**src/hw/rtl/ipw_pkg.sv**
```systemverilog
// Shared types and constants of the injector pulse width calculator.
package ipw_pkg;

  localparam int unsigned BASE_W = 20;
  localparam int unsigned COEF_W = 16;
  localparam int unsigned LAG_W = 16;
  localparam int unsigned CYL_W = 4;
  localparam int unsigned STEP_MAX = 7;
  localparam int unsigned STEP_IDX_W = 3;
  localparam int unsigned QUEUE_DEPTH = 2;
  localparam int unsigned PADDR_W = 5;

  typedef enum logic [1:0] {
    MODE_SIMULTANEOUS = 2'd0,
    MODE_SINGLE_POINT = 2'd1,
    MODE_BATCH        = 2'd2,
    MODE_SEQUENTIAL   = 2'd3
  } mode_t;

  typedef enum logic [1:0] {
    ST_OK          = 2'd0,
    ST_ZERO_FUEL   = 2'd1,
    ST_NO_CYL      = 2'd2,
    ST_LAG_INVALID = 2'd3
  } status_t;

  typedef enum logic [2:0] {
    REG_MODE        = 3'd0,
    REG_CYL         = 3'd1,
    REG_GLOBAL      = 3'd2,
    REG_CRANK_RUN   = 3'd3,
    REG_CRANK_BASE  = 3'd4,
    REG_LAUNCH_EN   = 3'd5,
    REG_LAUNCH_GAIN = 3'd6
  } reg_idx_t;

  typedef struct packed {
    mode_t              mode;
    logic [CYL_W-1:0]   cyl;
    logic [COEF_W-1:0]  global_corr;
    logic               crank_run;
    logic [BASE_W-1:0]  crank_base;
    logic               launch_en;
    logic [COEF_W-1:0]  launch_gain;
  } cfg_t;

  // One classified request: the starting fuel amount and the ordered list of
  // scaling steps the back end walks through.
  typedef struct packed {
    logic [BASE_W-1:0]                 base;
    logic                              cranking;
    logic                              no_cyl;
    logic                              lag_ok;
    logic [LAG_W-1:0]                  lag;
    logic [COEF_W-1:0]                 global_corr;
    logic [CYL_W-1:0]                  ninj;
    logic [STEP_MAX-1:0][COEF_W-1:0]   coef;
    logic [STEP_MAX-1:0]               is_cyl;
    logic [STEP_IDX_W-1:0]             nsteps;
    logic [STEP_IDX_W-1:0]             zchk;
  } job_t;

endpackage

```
**src/hw/rtl/ipw_in_if.sv**
```systemverilog
// Request channel interface of the injector pulse width calculator.
interface ipw_in_if;
  logic        valid;
  logic        ready;
  logic [19:0] base_fuel_us;
  logic        is_cranking;
  logic [15:0] iat_coef;
  logic [15:0] clt_coef;
  logic [15:0] post_crank_coef;
  logic [15:0] pid_coef;
  logic        launch_active;
  logic [15:0] crank_duration_coef;
  logic [15:0] crank_clt_coef;
  logic [15:0] cutoff_coef;
  logic [15:0] injector_lag_us;
  logic        lag_valid;

  modport source (
    output valid, base_fuel_us, is_cranking, iat_coef, clt_coef, post_crank_coef,
           pid_coef, launch_active, crank_duration_coef, crank_clt_coef, cutoff_coef,
           injector_lag_us, lag_valid,
    input  ready
  );

  modport sink (
    input  valid, base_fuel_us, is_cranking, iat_coef, clt_coef, post_crank_coef,
           pid_coef, launch_active, crank_duration_coef, crank_clt_coef, cutoff_coef,
           injector_lag_us, lag_valid,
    output ready
  );
endinterface

```
**src/hw/rtl/ipw_out_if.sv**
```systemverilog
// Result channel interface of the injector pulse width calculator.
interface ipw_out_if;
  logic        valid;
  logic        ready;
  logic [19:0] pulse_us;
  logic [1:0]  status;
  logic        crank_fuel_zero;
  logic        saturated;

  modport source (
    output valid, pulse_us, status, crank_fuel_zero, saturated,
    input  ready
  );

  modport sink (
    input  valid, pulse_us, status, crank_fuel_zero, saturated,
    output ready
  );
endinterface

```
**src/hw/rtl/ipw_regs.sv**
```systemverilog
// APB configuration registers of the injector pulse width calculator.
module ipw_regs
  import ipw_pkg::*;
(
  input  logic               clk,
  input  logic               rst,
  input  logic               psel,
  input  logic               penable,
  input  logic               pwrite,
  input  logic [PADDR_W-1:0] paddr,
  input  logic [31:0]        pwdata,
  output logic [31:0]        prdata,
  output logic               pready,
  output cfg_t               cfg
);

  logic wr_en;

  assign pready = 1'b1;
  assign wr_en = psel && penable && pwrite;

  always_ff @(posedge clk) begin
    if (rst) begin
      cfg.mode        <= MODE_SEQUENTIAL;
      cfg.cyl         <= CYL_W'(4);
      cfg.global_corr <= COEF_W'(4096);
      cfg.crank_run   <= 1'b0;
      cfg.crank_base  <= BASE_W'(6000);
      cfg.launch_en   <= 1'b0;
      cfg.launch_gain <= COEF_W'(4096);
    end else if (wr_en) begin
      case (paddr[PADDR_W-1:2])
        REG_MODE:        cfg.mode        <= mode_t'(pwdata[1:0]);
        REG_CYL:         cfg.cyl         <= pwdata[CYL_W-1:0];
        REG_GLOBAL:      cfg.global_corr <= pwdata[COEF_W-1:0];
        REG_CRANK_RUN:   cfg.crank_run   <= pwdata[0];
        REG_CRANK_BASE:  cfg.crank_base  <= pwdata[BASE_W-1:0];
        REG_LAUNCH_EN:   cfg.launch_en   <= pwdata[0];
        REG_LAUNCH_GAIN: cfg.launch_gain <= pwdata[COEF_W-1:0];
        default: ;
      endcase
    end
  end

  always_comb begin
    prdata = '0;
    case (paddr[PADDR_W-1:2])
      REG_MODE:        prdata = 32'(cfg.mode);
      REG_CYL:         prdata = 32'(cfg.cyl);
      REG_GLOBAL:      prdata = 32'(cfg.global_corr);
      REG_CRANK_RUN:   prdata = 32'(cfg.crank_run);
      REG_CRANK_BASE:  prdata = 32'(cfg.crank_base);
      REG_LAUNCH_EN:   prdata = 32'(cfg.launch_en);
      REG_LAUNCH_GAIN: prdata = 32'(cfg.launch_gain);
      default:         prdata = '0;
    endcase
  end

endmodule

```
**src/hw/rtl/ipw_front.sv**
```systemverilog
// Front end: accepts requests and turns each into a list of scaling steps.
module ipw_front
  import ipw_pkg::*;
#(
  parameter int unsigned MAX_CYLINDERS = 12
) (
  ipw_in_if.sink req,
  input  cfg_t   cfg,
  input  logic   q_ready,
  output logic   push,
  output job_t   job
);

  logic [CYL_W-1:0]      cyl_eff;
  logic [STEP_IDX_W-1:0] k;

  assign push = req.valid;
  assign req.ready = q_ready;

  // Cylinder counts above the supported maximum are treated as the maximum.
  assign cyl_eff = ({1'b0, cfg.cyl} > (CYL_W + 1)'(MAX_CYLINDERS)) ?
                   CYL_W'(MAX_CYLINDERS) : cfg.cyl;

  always_comb begin
    job = '0;
    k = '0;
    job.cranking    = req.is_cranking;
    job.lag_ok      = req.lag_valid;
    job.lag         = req.injector_lag_us;
    job.global_corr = cfg.global_corr;

    case (cfg.mode)
      MODE_SIMULTANEOUS, MODE_SINGLE_POINT: job.ninj = cyl_eff;
      MODE_BATCH:                           job.ninj = CYL_W'(2);
      default:                              job.ninj = CYL_W'(1);
    endcase
    job.no_cyl = (job.ninj == '0);

    if (req.is_cranking) begin
      job.base = cfg.crank_run ? req.base_fuel_us : cfg.crank_base;
      job.coef[0] = req.crank_duration_coef;
      job.coef[1] = req.crank_clt_coef;
      k = STEP_IDX_W'(2);
    end else begin
      job.base = req.base_fuel_us;
      job.coef[0] = req.iat_coef;
      job.coef[1] = req.clt_coef;
      job.coef[2] = req.post_crank_coef;
      if (req.launch_active && cfg.launch_en) begin
        job.coef[3] = cfg.launch_gain;
        job.coef[4] = req.pid_coef;
        k = STEP_IDX_W'(5);
      end else begin
        job.coef[3] = req.pid_coef;
        k = STEP_IDX_W'(4);
      end
    end

    // The cranking zero test looks at the amount before the step at index zchk.
    job.zchk = k;
    if (cfg.mode == MODE_SINGLE_POINT) begin
      job.coef[k] = COEF_W'(cyl_eff);
      job.is_cyl[k] = 1'b1;
      k = k + STEP_IDX_W'(1);
    end
    job.coef[k] = req.cutoff_coef;
    job.nsteps = k + STEP_IDX_W'(1);
  end

endmodule

```
**src/hw/rtl/ipw_queue.sv**
```systemverilog
// Two-entry queue that carries classified requests from front to back.
module ipw_queue
  import ipw_pkg::*;
(
  input  logic clk,
  input  logic rst,
  input  logic push,
  input  job_t push_job,
  output logic push_ready,
  output logic pop_valid,
  output job_t pop_job,
  input  logic pop
);

  localparam int unsigned PTR_W = $clog2(QUEUE_DEPTH);
  localparam int unsigned CNT_W = $clog2(QUEUE_DEPTH + 1);

  job_t             mem [QUEUE_DEPTH];
  logic [PTR_W-1:0] wr_ptr;
  logic [PTR_W-1:0] rd_ptr;
  logic [CNT_W-1:0] count;
  logic             do_push;
  logic             do_pop;

  assign push_ready = (count != CNT_W'(QUEUE_DEPTH));
  assign pop_valid  = (count != '0);
  assign pop_job    = mem[rd_ptr];
  assign do_push    = push && push_ready;
  assign do_pop     = pop && pop_valid;

  always_ff @(posedge clk) begin
    if (do_push) begin
      mem[wr_ptr] <= push_job;
    end
  end

  always_ff @(posedge clk) begin
    if (rst) begin
      wr_ptr <= '0;
      rd_ptr <= '0;
      count  <= '0;
    end else begin
      if (do_push) begin
        wr_ptr <= (wr_ptr == PTR_W'(QUEUE_DEPTH - 1)) ? '0 : wr_ptr + PTR_W'(1);
      end
      if (do_pop) begin
        rd_ptr <= (rd_ptr == PTR_W'(QUEUE_DEPTH - 1)) ? '0 : rd_ptr + PTR_W'(1);
      end
      if (do_push && !do_pop) begin
        count <= count + CNT_W'(1);
      end else if (do_pop && !do_push) begin
        count <= count - CNT_W'(1);
      end
    end
  end

  a_count_bound: assert property (@(posedge clk) disable iff (rst)
    count <= CNT_W'(QUEUE_DEPTH))
    else $error("queue fill count exceeds its depth");

  a_pop_changes_count: assert property (@(posedge clk) disable iff (rst)
    (do_pop && !do_push) |=> (count == $past(count) - CNT_W'(1)))
    else $error("queue fill count did not drop after a pop");

endmodule

```
**src/hw/rtl/ipw_back.sv**
```systemverilog
// Back end: walks the scaling steps one at a time, divides, corrects, adds lag.
module ipw_back
  import ipw_pkg::*;
#(
  parameter int unsigned TIME_BITS      = 20,
  parameter int unsigned COEF_FRAC_BITS = 12
) (
  input  logic clk,
  input  logic rst,
  input  logic q_valid,
  input  job_t q_job,
  output logic q_pop,
  ipw_out_if.source rsp
);

  localparam int unsigned TB    = TIME_BITS;
  localparam int unsigned AW    = TIME_BITS + COEF_W;
  localparam int unsigned CW    = TIME_BITS + CYL_W;
  localparam int unsigned CNT_W = $clog2(TIME_BITS);
  localparam logic [TIME_BITS-1:0] TIME_MAX = '1;

  typedef enum logic [2:0] {
    S_IDLE,
    S_STEP,
    S_CHK,
    S_DIV,
    S_GLOB,
    S_LAG,
    S_DONE
  } state_t;

  state_t                state;
  job_t                  j;
  logic [AW-1:0]         acc;
  logic [STEP_IDX_W-1:0] idx;
  logic                  sat;
  logic                  cz;
  logic [TB-1:0]         quo;
  logic [CYL_W-1:0]      rem;
  logic [CNT_W-1:0]      cnt;
  logic [TB-1:0]         pulse;
  status_t               status;

  logic                  o_valid;
  logic [19:0]           o_pulse;
  status_t               o_status;
  logic                  o_cz;
  logic                  o_sat;

  logic [AW-1:0]         base_ext;
  logic                  base_over;
  logic [TB-1:0]         base_clip;
  logic [AW-1:0]         acc_sh;
  logic                  ovf;
  logic [TB-1:0]         fuel_cur;
  logic [AW-1:0]         mul_prod;
  logic [CW-1:0]         cyl_prod;
  logic [TB-1:0]         cyl_clip;
  logic                  cyl_over;
  logic [CYL_W:0]        trial;
  logic                  trial_ge;
  logic [CYL_W:0]        trial_diff;
  logic [AW-1:0]         glob_prod;
  logic [TB:0]           lag_sum;
  logic [TB+19:0]        pulse_wide;

  // Starting amount, clipped to the time range.
  assign base_ext  = AW'(q_job.base);
  assign base_over = base_ext > AW'(TIME_MAX);
  assign base_clip = base_over ? TIME_MAX : base_ext[TB-1:0];

  // The accumulator holds the last product before its fraction shift.
  assign acc_sh   = acc >> COEF_FRAC_BITS;
  assign ovf      = acc_sh > AW'(TIME_MAX);
  assign fuel_cur = ovf ? TIME_MAX : acc_sh[TB-1:0];

  assign mul_prod = AW'(fuel_cur) * AW'(j.coef[idx]);
  assign cyl_prod = CW'(fuel_cur) * CW'(j.coef[idx][CYL_W-1:0]);
  assign cyl_over = cyl_prod > CW'(TIME_MAX);
  assign cyl_clip = cyl_over ? TIME_MAX : cyl_prod[TB-1:0];

  // One restoring division bit per cycle by the injection count.
  assign trial      = {rem, quo[TB-1]};
  assign trial_ge   = trial >= {1'b0, j.ninj};
  assign trial_diff = trial - {1'b0, j.ninj};

  assign glob_prod  = AW'(quo) * AW'(j.global_corr);
  assign lag_sum    = (TB + 1)'(fuel_cur) + (TB + 1)'(j.lag);
  assign pulse_wide = {20'b0, pulse};

  assign q_pop               = (state == S_IDLE);
  assign rsp.valid           = o_valid;
  assign rsp.pulse_us        = o_pulse;
  assign rsp.status          = o_status;
  assign rsp.crank_fuel_zero = o_cz;
  assign rsp.saturated       = o_sat;

  always_ff @(posedge clk) begin
    if (rst) begin
      state   <= S_IDLE;
      o_valid <= 1'b0;
    end else begin
      // The result register empties on its handshake unless the finish state
      // refills it in the same cycle.
      if (o_valid && rsp.ready && (state != S_DONE)) begin
        o_valid <= 1'b0;
      end
      case (state)
        S_IDLE: begin
          if (q_valid) begin
            j     <= q_job;
            cz    <= 1'b0;
            idx   <= '0;
            pulse <= '0;
            acc   <= AW'(base_clip) << COEF_FRAC_BITS;
            if (q_job.no_cyl) begin
              sat    <= 1'b0;
              status <= ST_NO_CYL;
              state  <= S_DONE;
            end else begin
              sat   <= base_over;
              state <= S_STEP;
            end
          end
        end
        S_STEP: begin
          if (j.cranking && (idx == j.zchk) && (fuel_cur == '0)) begin
            cz <= 1'b1;
          end
          if (j.is_cyl[idx]) begin
            sat <= sat | ovf | cyl_over;
            acc <= AW'(cyl_clip) << COEF_FRAC_BITS;
          end else begin
            sat <= sat | ovf;
            acc <= mul_prod;
          end
          idx <= idx + STEP_IDX_W'(1);
          if (idx == j.nsteps - STEP_IDX_W'(1)) begin
            state <= S_CHK;
          end
        end
        S_CHK: begin
          sat <= sat | ovf;
          if (fuel_cur == '0) begin
            status <= ST_ZERO_FUEL;
            state  <= S_DONE;
          end else if (!j.lag_ok) begin
            status <= ST_LAG_INVALID;
            state  <= S_DONE;
          end else begin
            quo   <= fuel_cur;
            rem   <= '0;
            cnt   <= '0;
            state <= S_DIV;
          end
        end
        S_DIV: begin
          if (trial_ge) begin
            rem <= trial_diff[CYL_W-1:0];
            quo <= {quo[TB-2:0], 1'b1};
          end else begin
            rem <= trial[CYL_W-1:0];
            quo <= {quo[TB-2:0], 1'b0};
          end
          cnt <= cnt + CNT_W'(1);
          if (cnt == CNT_W'(TIME_BITS - 1)) begin
            state <= S_GLOB;
          end
        end
        S_GLOB: begin
          acc   <= glob_prod;
          state <= S_LAG;
        end
        S_LAG: begin
          sat    <= sat | ovf | lag_sum[TB];
          pulse  <= lag_sum[TB] ? TIME_MAX : lag_sum[TB-1:0];
          status <= ST_OK;
          state  <= S_DONE;
        end
        S_DONE: begin
          if (!o_valid || rsp.ready) begin
            o_valid  <= 1'b1;
            o_pulse  <= pulse_wide[19:0];
            o_status <= status;
            o_cz     <= cz;
            o_sat    <= sat;
            state    <= S_IDLE;
          end
        end
        default: state <= S_IDLE;
      endcase
    end
  end

  a_no_cyl_clean: assert property (@(posedge clk) disable iff (rst)
    (rsp.valid && rsp.status == ST_NO_CYL) |->
      (rsp.pulse_us == '0 && !rsp.saturated && !rsp.crank_fuel_zero))
    else $error("missing cylinder result carries stray fields");

  a_err_zero_pulse: assert property (@(posedge clk) disable iff (rst)
    (rsp.valid && (rsp.status == ST_ZERO_FUEL || rsp.status == ST_LAG_INVALID)) |->
      (rsp.pulse_us == '0))
    else $error("error result carries a nonzero pulse");

  a_step_in_range: assert property (@(posedge clk) disable iff (rst)
    (state == S_STEP) |-> (idx < j.nsteps))
    else $error("step index ran past the step list");

  a_pop_only_idle: assert property (@(posedge clk) disable iff (rst)
    (q_valid && q_pop) |=> (state != S_IDLE))
    else $error("popped a request without starting it");

endmodule

```
**src/hw/rtl/injector_pulse_width_calc.sv**
```systemverilog
// Top level of the injector pulse width calculator.
//
//  Channel  Direction  Transaction
//  req      in         one injection request (base fuel, coefficients, lag)
//  rsp      out        one pulse width with status and flags
//  APB      in         write or read of one configuration register
//
// In the back end each request runs through its scaling steps one at a time,
// the zero fuel and lag checks, the restoring divider, which produces one
// quotient bit per cycle, the global correction and the lag addition; zero
// fuel, invalid lag and missing cylinder results skip the divider and finish
// sooner.
// Reset is synchronous and active high; it restores the register defaults and
// empties the request queue and the result register.
// Requests enter a two-entry queue, so up to two may wait while one is worked
// on, and a finished result waits in the output register without blocking the
// next computation until it is also finished.
module injector_pulse_width_calc
  import ipw_pkg::*;
#(
  parameter int unsigned MAX_CYLINDERS  = 12,
  parameter int unsigned TIME_BITS      = 20,
  parameter int unsigned COEF_FRAC_BITS = 12
) (
  input  logic               clk,
  input  logic               rst,
  ipw_in_if.sink             req,
  ipw_out_if.source          rsp,
  input  logic               psel,
  input  logic               penable,
  input  logic               pwrite,
  input  logic [PADDR_W-1:0] paddr,
  input  logic [31:0]        pwdata,
  output logic [31:0]        prdata,
  output logic               pready
);

  // Live cfg; user changes it only with no transaction in flight; unenforced.
  cfg_t cfg;

  // Front to queue and queue to back handshakes.
  logic push;
  job_t push_job;
  logic push_ready;
  logic pop_valid;
  job_t pop_job;
  logic pop;

  ipw_regs u_regs (
    .clk     (clk),
    .rst     (rst),
    .psel    (psel),
    .penable (penable),
    .pwrite  (pwrite),
    .paddr   (paddr),
    .pwdata  (pwdata),
    .prdata  (prdata),
    .pready  (pready),
    .cfg     (cfg)
  );

  // The front end classifies a request in the cycle it is accepted: it picks
  // the cranking or running coefficient list, inserts the launch gain and the
  // single point cylinder multiply where they apply, and works out the
  // injection count.
  ipw_front #(
    .MAX_CYLINDERS (MAX_CYLINDERS)
  ) u_front (
    .req     (req),
    .cfg     (cfg),
    .q_ready (push_ready),
    .push    (push),
    .job     (push_job)
  );

  ipw_queue u_queue (
    .clk        (clk),
    .rst        (rst),
    .push       (push),
    .push_job   (push_job),
    .push_ready (push_ready),
    .pop_valid  (pop_valid),
    .pop_job    (pop_job),
    .pop        (pop)
  );

  // The back end runs the step list one step at a time, tests for zero fuel
  // and a missing lag, divides by the injection count, applies the global
  // correction and adds the lag, saturating at every stage.
  ipw_back #(
    .TIME_BITS      (TIME_BITS),
    .COEF_FRAC_BITS (COEF_FRAC_BITS)
  ) u_back (
    .clk     (clk),
    .rst     (rst),
    .q_valid (pop_valid),
    .q_job   (pop_job),
    .q_pop   (pop),
    .rsp     (rsp)
  );

endmodule
```
**src/flat_wrapper.sv**
```systemverilog
// flat-port wrapper written by rule: the top's interface ports become plain ports
module injector_pulse_width_calc_flat import ipw_pkg::*;
#(
  parameter int unsigned MAX_CYLINDERS  = 12,
  parameter int unsigned TIME_BITS      = 20,
  parameter int unsigned COEF_FRAC_BITS = 12
)
  (clk, rst, psel, penable, pwrite, paddr, pwdata, prdata, pready, req_valid, req_base_fuel_us, req_is_cranking, req_iat_coef, req_clt_coef, req_post_crank_coef, req_pid_coef, req_launch_active, req_crank_duration_coef, req_crank_clt_coef, req_cutoff_coef, req_injector_lag_us, req_lag_valid, req_ready, rsp_valid, rsp_pulse_us, rsp_status, rsp_crank_fuel_zero, rsp_saturated, rsp_ready);
  ipw_in_if req_i ();
  ipw_out_if rsp_i ();
  input  logic clk;
  input  logic rst;
  input  logic psel;
  input  logic penable;
  input  logic pwrite;
  input  logic [PADDR_W-1:0] paddr;
  input  logic [31:0] pwdata;
  output logic [31:0] prdata;
  output logic pready;
  input wire logic [$bits(req_i.valid)-1:0] req_valid;
  input wire logic [$bits(req_i.base_fuel_us)-1:0] req_base_fuel_us;
  input wire logic [$bits(req_i.is_cranking)-1:0] req_is_cranking;
  input wire logic [$bits(req_i.iat_coef)-1:0] req_iat_coef;
  input wire logic [$bits(req_i.clt_coef)-1:0] req_clt_coef;
  input wire logic [$bits(req_i.post_crank_coef)-1:0] req_post_crank_coef;
  input wire logic [$bits(req_i.pid_coef)-1:0] req_pid_coef;
  input wire logic [$bits(req_i.launch_active)-1:0] req_launch_active;
  input wire logic [$bits(req_i.crank_duration_coef)-1:0] req_crank_duration_coef;
  input wire logic [$bits(req_i.crank_clt_coef)-1:0] req_crank_clt_coef;
  input wire logic [$bits(req_i.cutoff_coef)-1:0] req_cutoff_coef;
  input wire logic [$bits(req_i.injector_lag_us)-1:0] req_injector_lag_us;
  input wire logic [$bits(req_i.lag_valid)-1:0] req_lag_valid;
  output wire logic [$bits(req_i.ready)-1:0] req_ready;
  output wire logic [$bits(rsp_i.valid)-1:0] rsp_valid;
  output wire logic [$bits(rsp_i.pulse_us)-1:0] rsp_pulse_us;
  output wire logic [$bits(rsp_i.status)-1:0] rsp_status;
  output wire logic [$bits(rsp_i.crank_fuel_zero)-1:0] rsp_crank_fuel_zero;
  output wire logic [$bits(rsp_i.saturated)-1:0] rsp_saturated;
  input wire logic [$bits(rsp_i.ready)-1:0] rsp_ready;
  assign req_i.valid = req_valid;
  assign req_i.base_fuel_us = req_base_fuel_us;
  assign req_i.is_cranking = req_is_cranking;
  assign req_i.iat_coef = req_iat_coef;
  assign req_i.clt_coef = req_clt_coef;
  assign req_i.post_crank_coef = req_post_crank_coef;
  assign req_i.pid_coef = req_pid_coef;
  assign req_i.launch_active = req_launch_active;
  assign req_i.crank_duration_coef = req_crank_duration_coef;
  assign req_i.crank_clt_coef = req_crank_clt_coef;
  assign req_i.cutoff_coef = req_cutoff_coef;
  assign req_i.injector_lag_us = req_injector_lag_us;
  assign req_i.lag_valid = req_lag_valid;
  assign req_ready = req_i.ready;
  assign rsp_valid = rsp_i.valid;
  assign rsp_pulse_us = rsp_i.pulse_us;
  assign rsp_status = rsp_i.status;
  assign rsp_crank_fuel_zero = rsp_i.crank_fuel_zero;
  assign rsp_saturated = rsp_i.saturated;
  assign rsp_i.ready = rsp_ready;
  injector_pulse_width_calc #(.MAX_CYLINDERS(MAX_CYLINDERS), .TIME_BITS(TIME_BITS), .COEF_FRAC_BITS(COEF_FRAC_BITS)) u_core (.clk(clk), .rst(rst), .req(req_i), .rsp(rsp_i), .psel(psel), .penable(penable), .pwrite(pwrite), .paddr(paddr), .pwdata(pwdata), .prdata(prdata), .pready(pready));
endmodule
```
**config.mk**
```make
export PLATFORM = sky130hd
export DESIGN_NAME = injector_pulse_width_calc_flat
export DESIGN_NICKNAME = d
export VERILOG_FILES = /design/src/hw/rtl/ipw_pkg.sv /design/src/hw/rtl/ipw_in_if.sv /design/src/hw/rtl/ipw_out_if.sv /design/src/hw/rtl/ipw_regs.sv /design/src/hw/rtl/ipw_front.sv /design/src/hw/rtl/ipw_queue.sv /design/src/hw/rtl/ipw_back.sv /design/src/hw/rtl/injector_pulse_width_calc.sv /design/src/flat_wrapper.sv
export SDC_FILE = /design/constraint.sdc
export NUM_CORES = 2
export LEC_CHECK = 0
export ABC_AREA = 1
export BUFFER_PORTS_ARGS = -buffer_cell sky130_fd_sc_hd__buf_2
export CAP_MARGIN = 30
export CORE_MARGIN = 1
export CORE_UTILIZATION = 40
export DETAILED_ROUTE_END_ITERATION = 8
export GPL_TIMING_DRIVEN = 0
export PLACE_DENSITY = 0.64
export SETUP_SLACK_MARGIN = 0.15
export SYNTH_ARGS = -nofsm -noshare
export SYNTH_HDL_FRONTEND = slang
export SYNTH_HIERARCHICAL = 1
export SYNTH_SLANG_ARGS = --single-unit
```
**constraint.sdc**
```tcl
create_clock -name clk -period 15.1 [get_ports clk]
set_clock_uncertainty 0.15 [all_clocks]
set_input_delay 3.02 -clock clk [delete_from_list [all_inputs] [get_ports clk]]
set_output_delay 3.02 -clock clk [all_outputs]
set_load 0.02 [all_outputs]
```
==> flow_summary.ini <==
[run_status]
status = finished, final reports clean

[timing]
fmax_mhz = 117
grt_setup_unrepaired = false
slew_headroom_pct = 33.2
finalWorstSetupSlack_ns = 6.56
setup_violations = 0
post-route-period-util_pct = 56.6
hold_violations = 0
slew_viol_final = 0
worstMarginPinSlew_ns = 1.00
fin_crit_ns = 8.54

[die]
fp.dieH_um = 370
dieArea_um2 = 137000
die_x_um = 370
pin_count = 254
fp-row-count = 134
start_util_pct = 40.5
coreArea_um2 = 134000

[critical_path]
path_delay_family = adder cells
arrival_ns = 8.79
crit_top_cell = nand2_1
cp_slowest_cell = fa_1
cp-start-kind = flip-flop
worstPathBufferInverterCount = 7
crit_path_end = u_core/u_back/acc[35]
reg2reg_to = u_core/u_back/acc[35]
cp-end-kind = flip-flop
path_max_fanout = 10
reg2reg_setup_slack_ns = 6.56
slowest_delay_ns = 0.65
r2r_cells = 29
critPathKind = reg2reg
r2r-start = u_core/u_back/idx[1]
cp.depth = 29
startpoint = u_core/u_back/idx[1]
worstPathRequired_ns = 15.35

[clock_tree]
clock_latency_ns = 0.65
cts_setup_buffers = 0
clk_path_buf_depth = 3
postCtsHoldBufs = 0
htreeDepth = 3
clkSlewWorstSetupHoldPaths_ns = 0.06
numClockSinks = 704
cts_tree = yes
clockRootBuffer = clkbuf_16
cts_buffers = 74
ctsResizeCount = 0

[routing]
wl_per_cell_um = 20.5
drcViolationCount = 0
drt_iter0_markers = 3739
ant_nets = 0
vias = 40653
drt_first_pass_iters = 6
totalWireLength_um = 163000
viasPerCell = 5.10

[synth]
netlist.area_leader.share_pct = 35.2
synth_most_common_cell = nand2_1
synth_edf_count = 635
avgSynthCellArea_um2 = 9.31
synth_area_leaders = edfxtp_1 (35%), fa_1 (19%), nand2_1 (9.8%), inv_1 (7.0%), ha_1 (6.0%)
syn_area_um2 = 54100
synthTopCellsByCount = nand2_1 (1,415), inv_1 (1,015), edfxtp_1 (635)
synth_ff_type = edfxtp_1
async_reset_ff_share_pct = 0
synth_warnings = 6
netlist-cell-type-count = 53
synth-seq-cells = 704
syn-instance-count = 5814
yosysTopAreaCell = edfxtp_1
ys_seq_area_share_pct = 37.8

[finish]
nNetsFinal = 7118
synthToLayoutAreaGrowth_pct = 11.9
drive_above_1_share_pct = 12.9
diodes = 0

[flow_run]
max_cap_viol_count = 0

[global_routing]
track_usage_pct = 23.9
grt_overflow = 0
first_global_vias = 40592
antenna_found_initial = 4
grt_pass1_wl_um = 247000
grt_max_degree = 32

[placement]
hpwl_um = 132000
numPortBuffers = 207
gp_congestion = 0.968
pre_cts_slack_ns = 6.71

[min_path]
hp-class = reg2reg
holdPathStages = 0
## worst min-delay path by stage
| stage | startpoint | to | slack, ns |
|---|---|---|---|
| detailed placement | u_core/u_back/pulse[4] | u_core/u_back/rsp.pulse_us[4] | 0.25 |
| CTS | u_core/u_back/pulse[6] | u_core/u_back/rsp.pulse_us[6] | 0.27 |
| finish | u_core/u_back/pulse[17] | u_core/u_back/rsp.pulse_us[17] | 0.27 |
| global placement | u_core/u_back/pulse[13] | u_core/u_back/rsp.pulse_us[13] | 0.25 |
| global route | u_core/u_back/status[0] | u_core/u_back/rsp.status[0] | 0.27 |
| floorplan | u_core/u_back/cz | u_core/u_back/rsp.crank_fuel_zero | 0.25 |
## placed cells by master, fill, tap and decap left out, types with 12 or more instances in the layout
cell type and instances:
mux2_2 184, nor3_1 24, inv_1 1015, edfxtp_1 635, nor2_2 27, dfxtp_1 69, nor2_1 536, clkinv_1 17
buf_4 79, fa_1 518, buf_6 30, o21ai_1 24, clkbuf_1 131, a21oi_1 142, o21ai_0 178, o21bai_1 15
nand2_1 1415, nand3_1 232, conb_1 17, nand2_2 13, buf_2 258, xnor2_1 24, o221ai_1 16, nor2_4 13
buf_12 12, ha_1 260, inv_2 20, clkbuf_16 76, xor2_1 21, o211ai_1 18, nand4_1 41
## state kept, by name (all words and copies together) (netlist names), 2 cells and up, named ones only
register	cells
u_core/u_back/idx	3
u_core/u_back/rsp.pulse_us	20
u_core/u_back/rsp.status	2
u_core/u_back/j	163
u_core/u_back/pulse	20
u_core/u_back/acc	24
u_core/u_regs/cfg	60
u_core/u_queue/count	2
u_core/u_queue/mem	368
u_core/u_back/state	3
u_core/u_back/quo	20
u_core/u_back/rem	4
u_core/u_back/cnt	5
u_core/u_back/status	2
## metal layers
layer | share of wire, % | track usage (%) | vias to the layer above | wire, µm
met5 | 0.017 | 0 | - | 27
met4 | 3.8 | 8.76 | 4 | 6290
met3 | 7.4 | 4.05 | 286 | 12100
met2 | 47 | 39.3 | 1492 | 77200
met1 | 42 | 31.7 | 19961 | 67900
li1 | - | - | 18910 | -
## per-stage QoR
stage | instances | area (µm²) | hold slack [ns] | utilization, % | TNS (ns)
floorplan | 5828 | 54200 | 0.250 | - | 0
global placement | 7803 | 57400 | 0.252 | 42.9 | -618.35
detailed placement | 7835 | 58100 | 0.255 | 43.4 | 0
CTS | 7967 | 60500 | 0.268 | 45.3 | 0
global route | 7969 | 60600 | 0.273 | 45.3 | 0
finish | 7969 | 60600 | 0.268 | 45.3 | 0
## cells by family after synthesis
family	after synthesis	synth area share, %
compound gates	431	4.40
xor+xnor	45	0.728
fa+ha+maj	778	25.2
buf+inv	1325	10.2
flops	704	37.8
mux	184	3.83
other cells	3	0.0208
simple gates	2344	17.8
## area by class of cell
cell class	instances	area [µm²]
plain buffers	273	1570
clock buffers	102	2070
clock inverters	30	420
fillers	12813	73200
inverters	1052	3960
multi-input cells	3799	28200
flip-flops and latches	704	20400
well taps	1768	2210
repair buffers	241	1640
Power is not shown: default switching activity piles up to over one toggle a cycle in this logic, so the estimate is an artifact.
